### src/rtl/core/teg_pkg.sv
package teg_pkg;

  localparam int COUNT_BITS_DEF = 24;
  localparam int FRAC_BITS_DEF  = 16;

  // sample count registers are always this wide
  localparam int CNT_CFG_W = 24;

  localparam int APB_DW    = 32;
  localparam int REG_IDX_W = 3;
  localparam int APB_AW    = REG_IDX_W + 2;

  typedef enum logic [REG_IDX_W-1:0] {
    REG_DELAY        = 3'd0,
    REG_ATTACK       = 3'd1,
    REG_HOLD         = 3'd2,
    REG_HOLD_TGT     = 3'd3,
    REG_ATTACK_COEF  = 3'd4,
    REG_DECAY_COEF   = 3'd5,
    REG_RELEASE_COEF = 3'd6
  } reg_idx_t;

  typedef enum logic [1:0] {
    PH_RELEASED = 2'd0,
    PH_WAITING  = 2'd1,
    PH_ATTACK   = 2'd2,
    PH_HOLD     = 2'd3
  } phase_t;

  typedef enum logic [1:0] {
    TGT_ZERO = 2'd0,
    TGT_ONE  = 2'd1,
    TGT_HOLD = 2'd2
  } tgt_sel_t;

  typedef enum logic [1:0] {
    COEF_RELEASE = 2'd0,
    COEF_ATTACK  = 2'd1,
    COEF_DECAY   = 2'd2
  } coef_sel_t;

  typedef struct packed {
    tgt_sel_t  tgt_sel;
    coef_sel_t coef_sel;
  } lvl_ctrl_t;

endpackage

### src/rtl/core/teg_stream_if.sv
interface teg_in_if;
  logic valid;
  logic ready;
  logic trigger;

  modport source (output valid, output trigger, input ready);
  modport sink (input valid, input trigger, output ready);
endinterface

interface teg_out_if import teg_pkg::*; #(
  parameter int FRAC_BITS = FRAC_BITS_DEF
);
  logic                 valid;
  logic                 ready;
  logic [FRAC_BITS:0]   envelope;

  modport source (output valid, output envelope, input ready);
  modport sink (input valid, input envelope, output ready);
endinterface

### src/rtl/core/trigger_envelope_generator.sv
// Delay / attack / hold / release envelope with exponential smoothing. Each input
// word is one sample tick carrying a trigger flag; each tick yields one output word
// with the envelope level in unsigned Q.FRAC_BITS (full scale = 2^FRAC_BITS). The
// block sustains one tick per clock: the whole update (phase step, counter, one
// multiply-add with rounding and clamp) sits between the input register and the
// level/output register, so each result word is offered from the level/output register
// once its input word has passed through both, and a new word can be taken every cycle while out_chan keeps up.
// When a result waits on out_chan, one more word is taken into the input register
// and in_chan.ready then drops until the result is drained.
// Delay, attack and hold lengths are in samples; coefficients are unsigned
// Q.FRAC_BITS values prepared by software. Registers sit at byte offset 4*index
// and should be written while no words are in flight.
module trigger_envelope_generator import teg_pkg::*; #(
  parameter int COUNT_BITS = COUNT_BITS_DEF,
  parameter int FRAC_BITS  = FRAC_BITS_DEF
) (
  input  logic              clk,
  input  logic              rst_n,
  teg_in_if.sink            in_chan,
  teg_out_if.source         out_chan,
  input  logic              psel,
  input  logic              penable,
  input  logic              pwrite,
  input  logic [APB_AW-1:0] paddr,
  input  logic [APB_DW-1:0] pwdata,
  output logic [APB_DW-1:0] prdata,
  output logic              pready
);

  logic [CNT_CFG_W-1:0] delay_samples;
  logic [CNT_CFG_W-1:0] attack_samples;
  logic [CNT_CFG_W-1:0] hold_samples;
  logic [FRAC_BITS:0]   hold_tgt;
  logic [FRAC_BITS+1:0] attack_coef;
  logic [FRAC_BITS+1:0] decay_coef;
  logic [FRAC_BITS+1:0] release_coef;

  logic      in_valid_r, in_valid_nxt;
  logic      trigger_r;
  logic      out_valid_r, out_valid_nxt;
  logic      out_free;
  logic      step;
  logic      in_fire;
  lvl_ctrl_t ctrl;
  logic [FRAC_BITS:0] level;

  teg_cfg_regs #(
    .FRAC_BITS (FRAC_BITS)
  ) u_cfg (
    .clk            (clk),
    .rst_n          (rst_n),
    .psel           (psel),
    .penable        (penable),
    .pwrite         (pwrite),
    .paddr          (paddr),
    .pwdata         (pwdata),
    .prdata         (prdata),
    .pready         (pready),
    .delay_samples  (delay_samples),
    .attack_samples (attack_samples),
    .hold_samples   (hold_samples),
    .hold_tgt       (hold_tgt),
    .attack_coef    (attack_coef),
    .decay_coef     (decay_coef),
    .release_coef   (release_coef)
  );

  // output register is free if empty or being drained this cycle
  assign out_free      = !out_valid_r || out_chan.ready;
  assign step          = in_valid_r && out_free;
  assign in_chan.ready = !in_valid_r || out_free;
  assign in_fire       = in_chan.valid && in_chan.ready;

  always_comb begin
    in_valid_nxt = in_valid_r;
    if (in_fire) begin
      in_valid_nxt = 1'b1;
    end else if (step) begin
      in_valid_nxt = 1'b0;
    end

    out_valid_nxt = out_valid_r;
    if (step) begin
      out_valid_nxt = 1'b1;
    end else if (out_chan.ready) begin
      out_valid_nxt = 1'b0;
    end
  end

  always_ff @(posedge clk) begin
    if (!rst_n) begin
      in_valid_r  <= 1'b0;
      out_valid_r <= 1'b0;
    end else begin
      in_valid_r  <= in_valid_nxt;
      out_valid_r <= out_valid_nxt;
    end
  end

  always_ff @(posedge clk) begin
    if (in_fire) begin
      trigger_r <= in_chan.trigger;
    end
  end

  teg_seq #(
    .COUNT_BITS (COUNT_BITS)
  ) u_seq (
    .clk            (clk),
    .rst_n          (rst_n),
    .step           (step),
    .trigger        (trigger_r),
    .delay_samples  (delay_samples),
    .attack_samples (attack_samples),
    .hold_samples   (hold_samples),
    .ctrl           (ctrl)
  );

  // level register doubles as the output word register
  teg_level #(
    .FRAC_BITS (FRAC_BITS)
  ) u_level (
    .clk          (clk),
    .rst_n        (rst_n),
    .step         (step),
    .ctrl         (ctrl),
    .hold_tgt     (hold_tgt),
    .attack_coef  (attack_coef),
    .decay_coef   (decay_coef),
    .release_coef (release_coef),
    .level        (level)
  );

  assign out_chan.valid    = out_valid_r;
  assign out_chan.envelope = level;

endmodule

### src/rtl/core/teg_cfg_regs.sv
module teg_cfg_regs import teg_pkg::*; #(
  parameter int FRAC_BITS = FRAC_BITS_DEF
) (
  input  logic                  clk,
  input  logic                  rst_n,
  input  logic                  psel,
  input  logic                  penable,
  input  logic                  pwrite,
  input  logic [APB_AW-1:0]     paddr,
  input  logic [APB_DW-1:0]     pwdata,
  output logic [APB_DW-1:0]     prdata,
  output logic                  pready,
  output logic [CNT_CFG_W-1:0]  delay_samples,
  output logic [CNT_CFG_W-1:0]  attack_samples,
  output logic [CNT_CFG_W-1:0]  hold_samples,
  output logic [FRAC_BITS:0]    hold_tgt,
  output logic [FRAC_BITS+1:0]  attack_coef,
  output logic [FRAC_BITS+1:0]  decay_coef,
  output logic [FRAC_BITS+1:0]  release_coef
);

  localparam int LVL_W  = FRAC_BITS + 1;
  localparam int COEF_W = FRAC_BITS + 2;
  localparam logic [LVL_W-1:0]  ONE_LVL  = {1'b1, {FRAC_BITS{1'b0}}};
  localparam logic [COEF_W-1:0] ONE_COEF = {2'b01, {FRAC_BITS{1'b0}}};

  logic [CNT_CFG_W-1:0] delay_samples_r;
  logic [CNT_CFG_W-1:0] attack_samples_r;
  logic [CNT_CFG_W-1:0] hold_samples_r;
  logic [LVL_W-1:0]     hold_tgt_r;
  logic [COEF_W-1:0]    attack_coef_r;
  logic [COEF_W-1:0]    decay_coef_r;
  logic [COEF_W-1:0]    release_coef_r;

  logic                 wr_en;
  logic [REG_IDX_W-1:0] idx;

  assign wr_en  = psel & penable & pwrite;
  assign idx    = paddr[APB_AW-1:2];
  assign pready = 1'b1;

  always_ff @(posedge clk) begin
    if (!rst_n) begin
      delay_samples_r  <= '0;
      attack_samples_r <= '0;
      hold_samples_r   <= '0;
      hold_tgt_r       <= ONE_LVL;
      attack_coef_r    <= ONE_COEF;
      decay_coef_r     <= ONE_COEF;
      release_coef_r   <= ONE_COEF;
    end else if (wr_en) begin
      case (idx)
        REG_DELAY:        delay_samples_r  <= pwdata[CNT_CFG_W-1:0];
        REG_ATTACK:       attack_samples_r <= pwdata[CNT_CFG_W-1:0];
        REG_HOLD:         hold_samples_r   <= pwdata[CNT_CFG_W-1:0];
        REG_HOLD_TGT:     hold_tgt_r       <= pwdata[LVL_W-1:0];
        REG_ATTACK_COEF:  attack_coef_r    <= pwdata[COEF_W-1:0];
        REG_DECAY_COEF:   decay_coef_r     <= pwdata[COEF_W-1:0];
        REG_RELEASE_COEF: release_coef_r   <= pwdata[COEF_W-1:0];
        default: ;
      endcase
    end
  end

  always_comb begin
    case (idx)
      REG_DELAY:        prdata = APB_DW'(delay_samples_r);
      REG_ATTACK:       prdata = APB_DW'(attack_samples_r);
      REG_HOLD:         prdata = APB_DW'(hold_samples_r);
      REG_HOLD_TGT:     prdata = APB_DW'(hold_tgt_r);
      REG_ATTACK_COEF:  prdata = APB_DW'(attack_coef_r);
      REG_DECAY_COEF:   prdata = APB_DW'(decay_coef_r);
      REG_RELEASE_COEF: prdata = APB_DW'(release_coef_r);
      default:          prdata = '0;
    endcase
  end

  assign delay_samples  = delay_samples_r;
  assign attack_samples = attack_samples_r;
  assign hold_samples   = hold_samples_r;
  assign hold_tgt       = hold_tgt_r;
  assign attack_coef    = attack_coef_r;
  assign decay_coef     = decay_coef_r;
  assign release_coef   = release_coef_r;

endmodule

### src/rtl/core/teg_seq.sv
module teg_seq import teg_pkg::*; #(
  parameter int COUNT_BITS = COUNT_BITS_DEF
) (
  input  logic                 clk,
  input  logic                 rst_n,
  input  logic                 step,
  input  logic                 trigger,
  input  logic [CNT_CFG_W-1:0] delay_samples,
  input  logic [CNT_CFG_W-1:0] attack_samples,
  input  logic [CNT_CFG_W-1:0] hold_samples,
  output lvl_ctrl_t            ctrl
);

  localparam int CMP_W = (COUNT_BITS > CNT_CFG_W) ? COUNT_BITS : CNT_CFG_W;
  localparam logic [COUNT_BITS-1:0] COUNT_MAX = {COUNT_BITS{1'b1}};

  phase_t                phase_r, phase_nxt;
  logic [COUNT_BITS-1:0] elapsed_r, elapsed_nxt;

  phase_t                ph_cur;
  phase_t                ph_next;
  logic [COUNT_BITS-1:0] el_cur;
  logic [COUNT_BITS-1:0] el_adv;
  logic [CNT_CFG_W-1:0]  limit;
  logic                  advance;

  always_ff @(posedge clk) begin
    if (!rst_n) begin
      phase_r   <= PH_RELEASED;
      elapsed_r <= '0;
    end else if (step) begin
      phase_r   <= phase_nxt;
      elapsed_r <= elapsed_nxt;
    end
  end

  always_comb begin
    // a trigger restarts, straight into attack when there is no delay
    if (trigger) begin
      ph_cur = (delay_samples == '0) ? PH_ATTACK : PH_WAITING;
      el_cur = '0;
    end else begin
      ph_cur = phase_r;
      el_cur = elapsed_r;
    end

    case (ph_cur)
      PH_WAITING: begin
        ctrl    = '{tgt_sel: TGT_ZERO, coef_sel: COEF_RELEASE};
        limit   = delay_samples;
        ph_next = PH_ATTACK;
      end
      PH_ATTACK: begin
        ctrl    = '{tgt_sel: TGT_ONE, coef_sel: COEF_ATTACK};
        limit   = attack_samples;
        ph_next = PH_HOLD;
      end
      PH_HOLD: begin
        ctrl    = '{tgt_sel: TGT_HOLD, coef_sel: COEF_DECAY};
        limit   = hold_samples;
        ph_next = PH_RELEASED;
      end
      default: begin
        ctrl    = '{tgt_sel: TGT_ZERO, coef_sel: COEF_RELEASE};
        limit   = '0;
        ph_next = PH_RELEASED;
      end
    endcase

    advance = (ph_cur != PH_RELEASED) && (CMP_W'(el_cur) > CMP_W'(limit));

    // target and coef above still belong to the phase being left
    phase_nxt = advance ? ph_next : ph_cur;
    el_adv    = advance ? '0 : el_cur;

    elapsed_nxt = (el_adv < COUNT_MAX) ? el_adv + 1'b1 : el_adv;
  end

endmodule

### src/rtl/core/teg_level.sv
module teg_level import teg_pkg::*; #(
  parameter int FRAC_BITS = FRAC_BITS_DEF
) (
  input  logic                 clk,
  input  logic                 rst_n,
  input  logic                 step,
  input  lvl_ctrl_t            ctrl,
  input  logic [FRAC_BITS:0]   hold_tgt,
  input  logic [FRAC_BITS+1:0] attack_coef,
  input  logic [FRAC_BITS+1:0] decay_coef,
  input  logic [FRAC_BITS+1:0] release_coef,
  output logic [FRAC_BITS:0]   level
);

  localparam int LVL_W  = FRAC_BITS + 1;
  localparam int COEF_W = FRAC_BITS + 2;
  localparam int OMC_W  = FRAC_BITS + 3;
  localparam int PL_W   = LVL_W + 1 + OMC_W;
  localparam int PT_W   = LVL_W + COEF_W;
  localparam int SUM_W  = 2 * FRAC_BITS + 6;

  localparam logic [LVL_W-1:0]        ONE_LVL = {1'b1, {FRAC_BITS{1'b0}}};
  localparam logic [OMC_W-1:0]        ONE_OMC = {3'b001, {FRAC_BITS{1'b0}}};
  localparam logic signed [SUM_W-1:0] HALF_S  = SUM_W'(ONE_LVL >> 1);
  localparam logic signed [SUM_W-1:0] ONE_S   = SUM_W'(ONE_LVL);

  logic [LVL_W-1:0]        level_r, level_nxt;
  logic [LVL_W-1:0]        target;
  logic [COEF_W-1:0]       coef;
  logic signed [OMC_W-1:0] omc;
  logic signed [PL_W-1:0]  p_lvl;
  logic [PT_W-1:0]         p_tgt;
  logic signed [SUM_W-1:0] sum;
  logic signed [SUM_W-1:0] rounded;

  always_ff @(posedge clk) begin
    if (!rst_n) begin
      level_r <= '0;
    end else if (step) begin
      level_r <= level_nxt;
    end
  end

  always_comb begin
    case (ctrl.tgt_sel)
      TGT_ONE:  target = ONE_LVL;
      TGT_HOLD: target = hold_tgt;
      default:  target = '0;
    endcase

    case (ctrl.coef_sel)
      COEF_ATTACK: coef = attack_coef;
      COEF_DECAY:  coef = decay_coef;
      default:     coef = release_coef;
    endcase

    // one minus coef goes negative for coef above one
    omc   = $signed(ONE_OMC - {1'b0, coef});
    p_lvl = $signed({1'b0, level_r}) * omc;
    p_tgt = target * coef;

    sum     = SUM_W'(p_lvl) + $signed(SUM_W'(p_tgt));
    rounded = (sum + HALF_S) >>> FRAC_BITS;

    if (sum <= 0) begin
      level_nxt = '0;
    end else if (rounded > ONE_S) begin
      level_nxt = ONE_LVL;
    end else begin
      level_nxt = rounded[LVL_W-1:0];
    end
  end

  assign level = level_r;

endmodule
### src/flat_wrapper.sv
// flat-port wrapper written by rule: the top's interface ports become plain ports
module trigger_envelope_generator_flat import teg_pkg::*;
#(
  parameter int COUNT_BITS = COUNT_BITS_DEF,
  parameter int FRAC_BITS  = FRAC_BITS_DEF
)
  (clk, rst_n, psel, penable, pwrite, paddr, pwdata, prdata, pready, in_chan_valid, in_chan_trigger, in_chan_ready, out_chan_valid, out_chan_envelope, out_chan_ready);
  teg_in_if in_chan_i ();
  teg_out_if #(.FRAC_BITS(FRAC_BITS)) out_chan_i ();
  input  logic clk;
  input  logic rst_n;
  input  logic psel;
  input  logic penable;
  input  logic pwrite;
  input  logic [APB_AW-1:0] paddr;
  input  logic [APB_DW-1:0] pwdata;
  output logic [APB_DW-1:0] prdata;
  output logic pready;
  input wire logic [$bits(in_chan_i.valid)-1:0] in_chan_valid;
  input wire logic [$bits(in_chan_i.trigger)-1:0] in_chan_trigger;
  output wire logic [$bits(in_chan_i.ready)-1:0] in_chan_ready;
  output wire logic [$bits(out_chan_i.valid)-1:0] out_chan_valid;
  output wire logic [$bits(out_chan_i.envelope)-1:0] out_chan_envelope;
  input wire logic [$bits(out_chan_i.ready)-1:0] out_chan_ready;
  assign in_chan_i.valid = in_chan_valid;
  assign in_chan_i.trigger = in_chan_trigger;
  assign in_chan_ready = in_chan_i.ready;
  assign out_chan_valid = out_chan_i.valid;
  assign out_chan_envelope = out_chan_i.envelope;
  assign out_chan_i.ready = out_chan_ready;
  trigger_envelope_generator #(.COUNT_BITS(COUNT_BITS), .FRAC_BITS(FRAC_BITS)) u_core (.clk(clk), .rst_n(rst_n), .in_chan(in_chan_i), .out_chan(out_chan_i), .psel(psel), .penable(penable), .pwrite(pwrite), .paddr(paddr), .pwdata(pwdata), .prdata(prdata), .pready(pready));
endmodule
### config.mk
export PLATFORM = sky130hd
export DESIGN_NAME = trigger_envelope_generator_flat
export DESIGN_NICKNAME = d
export VERILOG_FILES = /design/src/rtl/core/teg_pkg.sv /design/src/rtl/core/teg_stream_if.sv /design/src/rtl/core/trigger_envelope_generator.sv /design/src/rtl/core/teg_cfg_regs.sv /design/src/rtl/core/teg_seq.sv /design/src/rtl/core/teg_level.sv /design/src/flat_wrapper.sv
export SDC_FILE = /design/constraint.sdc
export NUM_CORES = 2
export LEC_CHECK = 0
export ABC_CLOCK_PERIOD_IN_PS = 17600
export BUFFER_PORTS_ARGS = -buffer_cell sky130_fd_sc_hd__buf_2
export CAP_MARGIN = 10
export CORE_MARGIN = 1
export CORE_UTILIZATION = 65
export DETAILED_ROUTE_END_ITERATION = 7
export PLACE_DENSITY = 0.87
export SLEW_MARGIN = 20
export SYNTH_ARGS = -nofsm -noshare
export SYNTH_HDL_FRONTEND = slang
export SYNTH_HIERARCHICAL = 1
export SYNTH_SLANG_ARGS = --single-unit
export TNS_END_PERCENT = 30
### constraint.sdc
create_clock -name clk -period 17.6 [get_ports clk]
set_input_delay 3.52 -clock clk [delete_from_list [all_inputs] [get_ports clk]]
set_output_delay 3.52 -clock clk [all_outputs]
set_load 0.03 [all_outputs]
Word-level counts from Yosys, hierarchy flattened
Index checks and enable logic that the tools add are counted.
W data, S select, Z words.
{"block": "classes", "addsub": 4, "mul": 2, "div_mod_pow": 0, "order_cmp": 4, "eq_ne": 13, "shifts": 0, "mux": 18, "bitwise_logic": 2, "n_reduce_logical": 19}
{"op": "$pmux W24 S7", "n": 1}
{"op": "$mux W24", "n": 3}
{"op": "$pmux W24 S3", "n": 1}
{"op": "$add A37 B36 Y38", "n": 1}
{"op": "$add A38 B17 Y38 const B", "n": 1}
{"op": "$le A38 B1 Y1 const B", "n": 1}
{"op": "$mul A18 B19 Y37", "n": 1}
{"op": "$pmux W18 S2", "n": 1}
{"op": "$mul A17 B18 Y35", "n": 1}
{"op": "$mux W17", "n": 2}
{"op": "$pmux W17 S2", "n": 1}
{"op": "$add A24 B1 Y24 const B", "n": 1}
{"op": "$gt A24 B24 Y1", "n": 1}
{"op": "$logic_not A24 Y1", "n": 1}
{"op": "$lt A24 B24 Y1 const B", "n": 1}
{"op": "$gt A22 B18 Y1 const B", "n": 1}
{"op": "$sub A17 B18 Y19 const A", "n": 1}
{"op": "$reduce_and A2 Y1", "n": 7}
{"op": "$eq A3 B3 Y1 const B", "n": 3}
{"op": "$eq A2 B2 Y1 const B", "n": 4}
{"op": "$pmux W4 S2", "n": 1}
{"op": "$eq A2 B1 Y1 const B", "n": 3}
{"op": "$eq A3 B2 Y1 const B", "n": 2}
{"op": "$mux W2", "n": 3}
{"op": "other kinds (9)", "n": 19}
{"block": "totals", "regBits": 189, "latch_bits": 0, "ram_bits": 0, "romBits": 0, "input_bits": 45, "word_cells": 75, "memories": 0}

Depth between registers and ports, before layout
{"block": "logic_depth", "depth_word": 14, "ltp_mapped": 62, "ltp_nobuf": 58}

By module
The synthesis kept the hierarchy.
{"mod": "teg_level", "n_inst": 1, "cells_per_inst": 3031, "area_per_inst_um2": 25680.9, "seq_area_each_um2": 340.3}
{"mod": "teg_cfg_regs", "n_inst": 1, "cells_per_inst": 653, "area_per_inst_um2": 6526.3, "seq_area_each_um2": 2862.7}
{"mod": "teg_seq", "n_inst": 1, "cells_per_inst": 364, "area_per_inst_um2": 2890.3, "seq_area_each_um2": 520.5}
{"mod": "trigger_envelope_generator", "n_inst": 1, "cells_per_inst": 10, "area_per_inst_um2": 133.9, "seq_area_each_um2": 70.1}

Worst setup path before layout
Ideal clock, no wire load.
{"block": "synth_path", "kind": "reg2reg", "start": "register u_core.trigger_r", "end": "register u_core.u_level.level_r[12] (netlist: u_core/u_level/level[12])", "setup_time_ns": 0.067, "arrival_ns": 13.500, "required_time_ns": 17.533, "setup_slack_ns": 4.033, "stages_incl_launch_ff": 58, "path_buffers": 9, "period_less_slack_ns": 13.567, "path_cell_list": "edfxtp_1 > buf_2 > inv_1 > a21oi_1 > inv_1 > ha_1 > ha_1 > clkbuf_1 > clkbuf_1 > buf_1 > clkbuf_1 > buf_1 > o21a_1 > clkbuf_1 > nor2_1 > fa_1 > inv_1 > fa_1 > [... 22 more ...] > fa_1 > inv_1 > ha_1 > buf_2 > nand2_1 > o21ai_0 > or3_1 > o31ai_1 > xnor2_2 > and2_4 > nand4_4 > nor3b_1 > xnor2_1 > nand4_1 > o41ai_4 > a31oi_4 > buf_6 > o21ai_2"}
{"element": "from (decl)", "line_no": "trigger_envelope_generator.sv:39", "text": "logic trigger_r;"}
{"element": "from (signal assigned)", "line_no": "trigger_envelope_generator.sv:102", "text": "trigger_r <= in_chan.trigger;"}
{"element": "to (signal assigned)", "line_no": "teg_level.sv:40", "text": "level_r <= level_nxt;"}
{"element": "to (decl)", "line_no": "teg_level.sv:27", "text": "logic [LVL_W-1:0] level_r, level_nxt;"}

==> summary.md <==
| Metric | Value |
|---|---|
| Placement Setup Slack | `roughly 1.8 ns` |
| Yosys top cell by area | `fa_1` |
| Post-Syn Area | `0.0352 mm^2` |
| Initial Utilization | `between 60 and 70%` |
| RSZ-0062 raised after global routing | `false` |
| Reg power frac | `a little over two fifths` |
| Worst Setup Path Type | `reg2reg` |
| Hold buffer count at cts | `0` |
| Post-CTS Setup Bufs | `0` |
| Post-synth top cells | `inv_1, nand2_1, fa_1, ha_1, nor2_1` |
| Area growth, synth to finish | `3.69%` |
| Crit path from | `u_core/trigger_r$_DFFE_PP_` |
| Maximum fanout along the worst path | `33` |
| Most common cell in the netlist | `inv_1` |
| Final Setup Violations | `0` |
| H-tree lvl count | `4` |
| Cts repair resizes | `0` |
| Setup crit end | `u_core/u_level/level[8]$_SDFFE_PN0P_` |
| Routed vias | `about 29000` |
| Final instance count without filler cells | `between 4000 and 5000` |
| Worst-skew pair later-pin latency | `roughly 0.47 ns` |
| Share of layout cells above drive strength 1 | `7.41%` |
| Finished Cell Area | `approximately 0.037 mm^2` |
| Reg-to-reg startpoint | `u_core/trigger_r$_DFFE_PP_` |
| # DRC | `0` |
| Largest net degree at the start of global routing | `83` |
| CTS Sinks | `189` |
| Avg Inst Size Synth | `8.68 um^2` |
| Die area | `between 0.05 and 0.06 mm^2` |
| R2r setup slk | `between 1 and 1.5 ns` |
| Synth area leaders | `fa_1, dfxtp_1, ha_1, inv_1, nand2_1` |
| Worst reg2reg path depth | `~50` |
| Max-Cap Viols | `0` |
| Die Width | `about 230 um` |
| CP arrival | `around 16 ns` |
| Initial DRC count | `between 2000 and 3000` |
| CP max stage cell | `edfxtp_1` |
| Slew Limit Headroom | `between 20% and 30%` |
| Final Worst Setup Slack | `between 1 and 1.5 ns` |
| Final Hold Fails | `0` |
| Netlist cell types | `about 110` |
| GRT Overall Usage | `roughly 35%` |
| Worst-path clk slew | `0.07 ns` |
| PD cells | `between 20 and 30 mW/mm^2` |
| Max clock buf depth | `2` |
| Wire per inst | `around 20 um` |
| Worst EP required | `roughly 18 ns` |
| CTS tree | `yes` |
| PortBufs | `77` |
| HP Class | `reg2reg` |
| Drt pass-1 iters | `7` |
| Clk root buf | `clkbuf_16` |
| Placed cell area | `roughly 0.036 mm^2` |
| Top cell type's share of synthesized area | `34.2%` |
| Delay of the slowest critical-path stage | `approximately 1.1 ns` |
| Synthesized netlist cell count | `4058` |
| VDD IR max | `between 0.08 and 0.09 mV` |
| Yosys Warn Count | `6` |
| TritonCTS buffer count | `17` |
| Vias in the first global route | `29719` |
| Placed cells | `4665` |
| Post-Route WL | `between 90000 and 100000 um` |
| Via density | `between 6 and 7` |
| First-pass GRT wire length | `roughly 150000 um` |
| Critical path launch point type | `flop` |
| Clock Power Share | `40.8%` |
| Slew @ Worst Pin | `1.09 ns` |
| FMAX | `between 60 and 70 MHz` |
| HPWL Detailed | `about 72000 um` |
| Predominant post-synthesis flop cell | `dfxtp_1` |
| Crit. End Element | `flop` |
| Reg2reg end | `u_core/u_level/level[8]$_SDFFE_PN0P_` |
| Initial antenna violation count | `3` |
| Routed Antenna Nets | `0` |
| Setup TNS | `0 ns` |
| Post-synth EDFFs | `1` |
| Nets | `4889` |
| Net Sw Power | `~0.00032 W` |
| Max Slew Vio Count | `0` |
| FP Rows | `84` |
| Register bit count reported by yosys | `roughly 190` |
| Sw Share | `between 30% and 40%` |
| P_int | `approximately 0.00067 W` |
| Cell seen most often among critical-path stages | `fa_1` |
| Comb pwr share | `between 15 and 20%` |
| Crit share post-route | `91.6%` |
| Top Ports | `97` |
| Seq/Total Area, Yosys | `a little over a tenth` |
| Worst Skew | `between 0.015 and 0.02 ns` |
| Ys async rst share | `0%` |
| Leakage power | `around 16 nW` |
| Minimum clock period | `about 16 ns` |
| Final Wtd Congestion | `~1` |
| Grt ovf | `0` |
| Outcome | `finished clean` |
| Core Region | `between 0.05 and 0.06 mm^2` |
| Die Ht | `235 um` |
[registers in the layout, indices dropped and copies added, names as in the netlist]
signal                       count
u_core/out_chan.valid            1
u_core/u_cfg/attack_coef        18
u_core/u_cfg/attack_samples     24
u_core/u_cfg/hold_tgt           17
u_core/u_seq/phase_r             2
u_core/u_level/level            17
u_core/u_cfg/delay_samples      24
u_core/in_valid_r                1
u_core/u_cfg/hold_samples       24
u_core/u_cfg/decay_coef         18
u_core/u_seq/elapsed_r          24
u_core/u_cfg/release_coef       18
u_core/trigger_r                 1
[power by group through the flow]
stage	clock, W	sequential [W]	combinational, W
2_1_floorplan	0	0.000444	0.0000998
3_3_place_gp	0	0.000445	0.000144
3_5_place_dp	0	0.000446	0.000146
4_1_cts	0.000409	0.000436	0.000147
5_1_grt	0.000426	0.000436	0.000160
6_report	0.000406	0.000436	0.000154
[placed cells by master (no fill, tap or decap), drive strengths merged, types with 27 or more instances in the layout]
master  count
inv       735
nand2     655
fa        602
ha        246
nor2      208
dfxtp     188
mux2i     161
and2      156
buf       135
a21oi      82
o21ai      77
nand3      61
xnor2      59
nor2b      52
nand4      43
a22oi      37
or2        35
o211ai     31
nor3       31
o21a       29
and3       28
xor2       27
[layer usage]
metal	GRT usage [%]	share of wire [%]	routed length (um)	up-vias
met2	57.3	47	44200	1605
li1	-	-	-	12728
met5	0	0	0	-
met3	5.67	9.8	9100	296
met1	44.2	38	35300	14033
met4	16.7	5.0	4700	0
[worst min path at each step]
stage	from	endpoint	cells after the start
6_report	u_core/u_level/level[6]$_SDFFE_PN0P_	u_core/u_level/level[6]$_SDFFE_PN0P_	2
5_1_grt	u_core/u_cfg/attack_coef[1]$_SDFFE_PN0P_	u_core/u_cfg/attack_coef[1]$_SDFFE_PN0P_	2
4_1_cts	u_core/u_level/level[6]$_SDFFE_PN0P_	u_core/u_level/level[6]$_SDFFE_PN0P_	2
3_5_place_dp	u_core/u_level/level[6]$_SDFFE_PN0P_	u_core/u_level/level[6]$_SDFFE_PN0P_	2
3_3_place_gp	u_core/u_level/level[6]$_SDFFE_PN0P_	u_core/u_level/level[6]$_SDFFE_PN0P_	2
2_1_floorplan	u_core/u_cfg/hold_tgt[10]$_SDFFE_PN0P_	u_core/u_cfg/hold_tgt[10]$_SDFFE_PN0P_	2
[cells by family after synthesis]
group	share of synthesized area, %
multiplexers	5.44
AND/OR/NAND/NOR	18.3
AO/OA/AOI/OAI	9.57
flip-flops	10.8
adder cells (fa/ha/maj)	42.9
buffers and inverters	10.7
other	0.0213
XOR/XNOR	2.18
[cell type report]
class / count / area [um^2]
flip-flops and latches: 189 / 3790
diodes: 3 / 7.51
clock inverters: 14 / 189
fillers: 3936 / 16500
repair buffers: 135 / 827
well taps: 688 / 861
inverters: 727 / 2730
multi-input cells: 2926 / 27700
clock buffers: 18 / 429
[critical path, delay by kind of cell (launching register included)]
family | cells | cell delay, ns
AND/OR/NAND/NOR | 14 | 3.07
flip-flops | 1 | 1.05
adder cells (fa/ha/maj) | 13 | 6.48
buffers and inverters | 8 | 0.80
XOR/XNOR | 3 | 0.87
AO/OA/AOI/OAI | 13 | 3.67
[through the flow]
step	utilization, %	total power [W]	hold WS [ns]
after floorplan	-	0.000543	0.443
after global placement	67.6	0.000590	0.436
after detailed placement	67.6	0.000592	0.442
after CTS	68.8	0.000992	0.452
after global routing	68.8	0.00102	0.491
final	68.8	0.000995	0.451
Power figures use the tool's default switching activity.
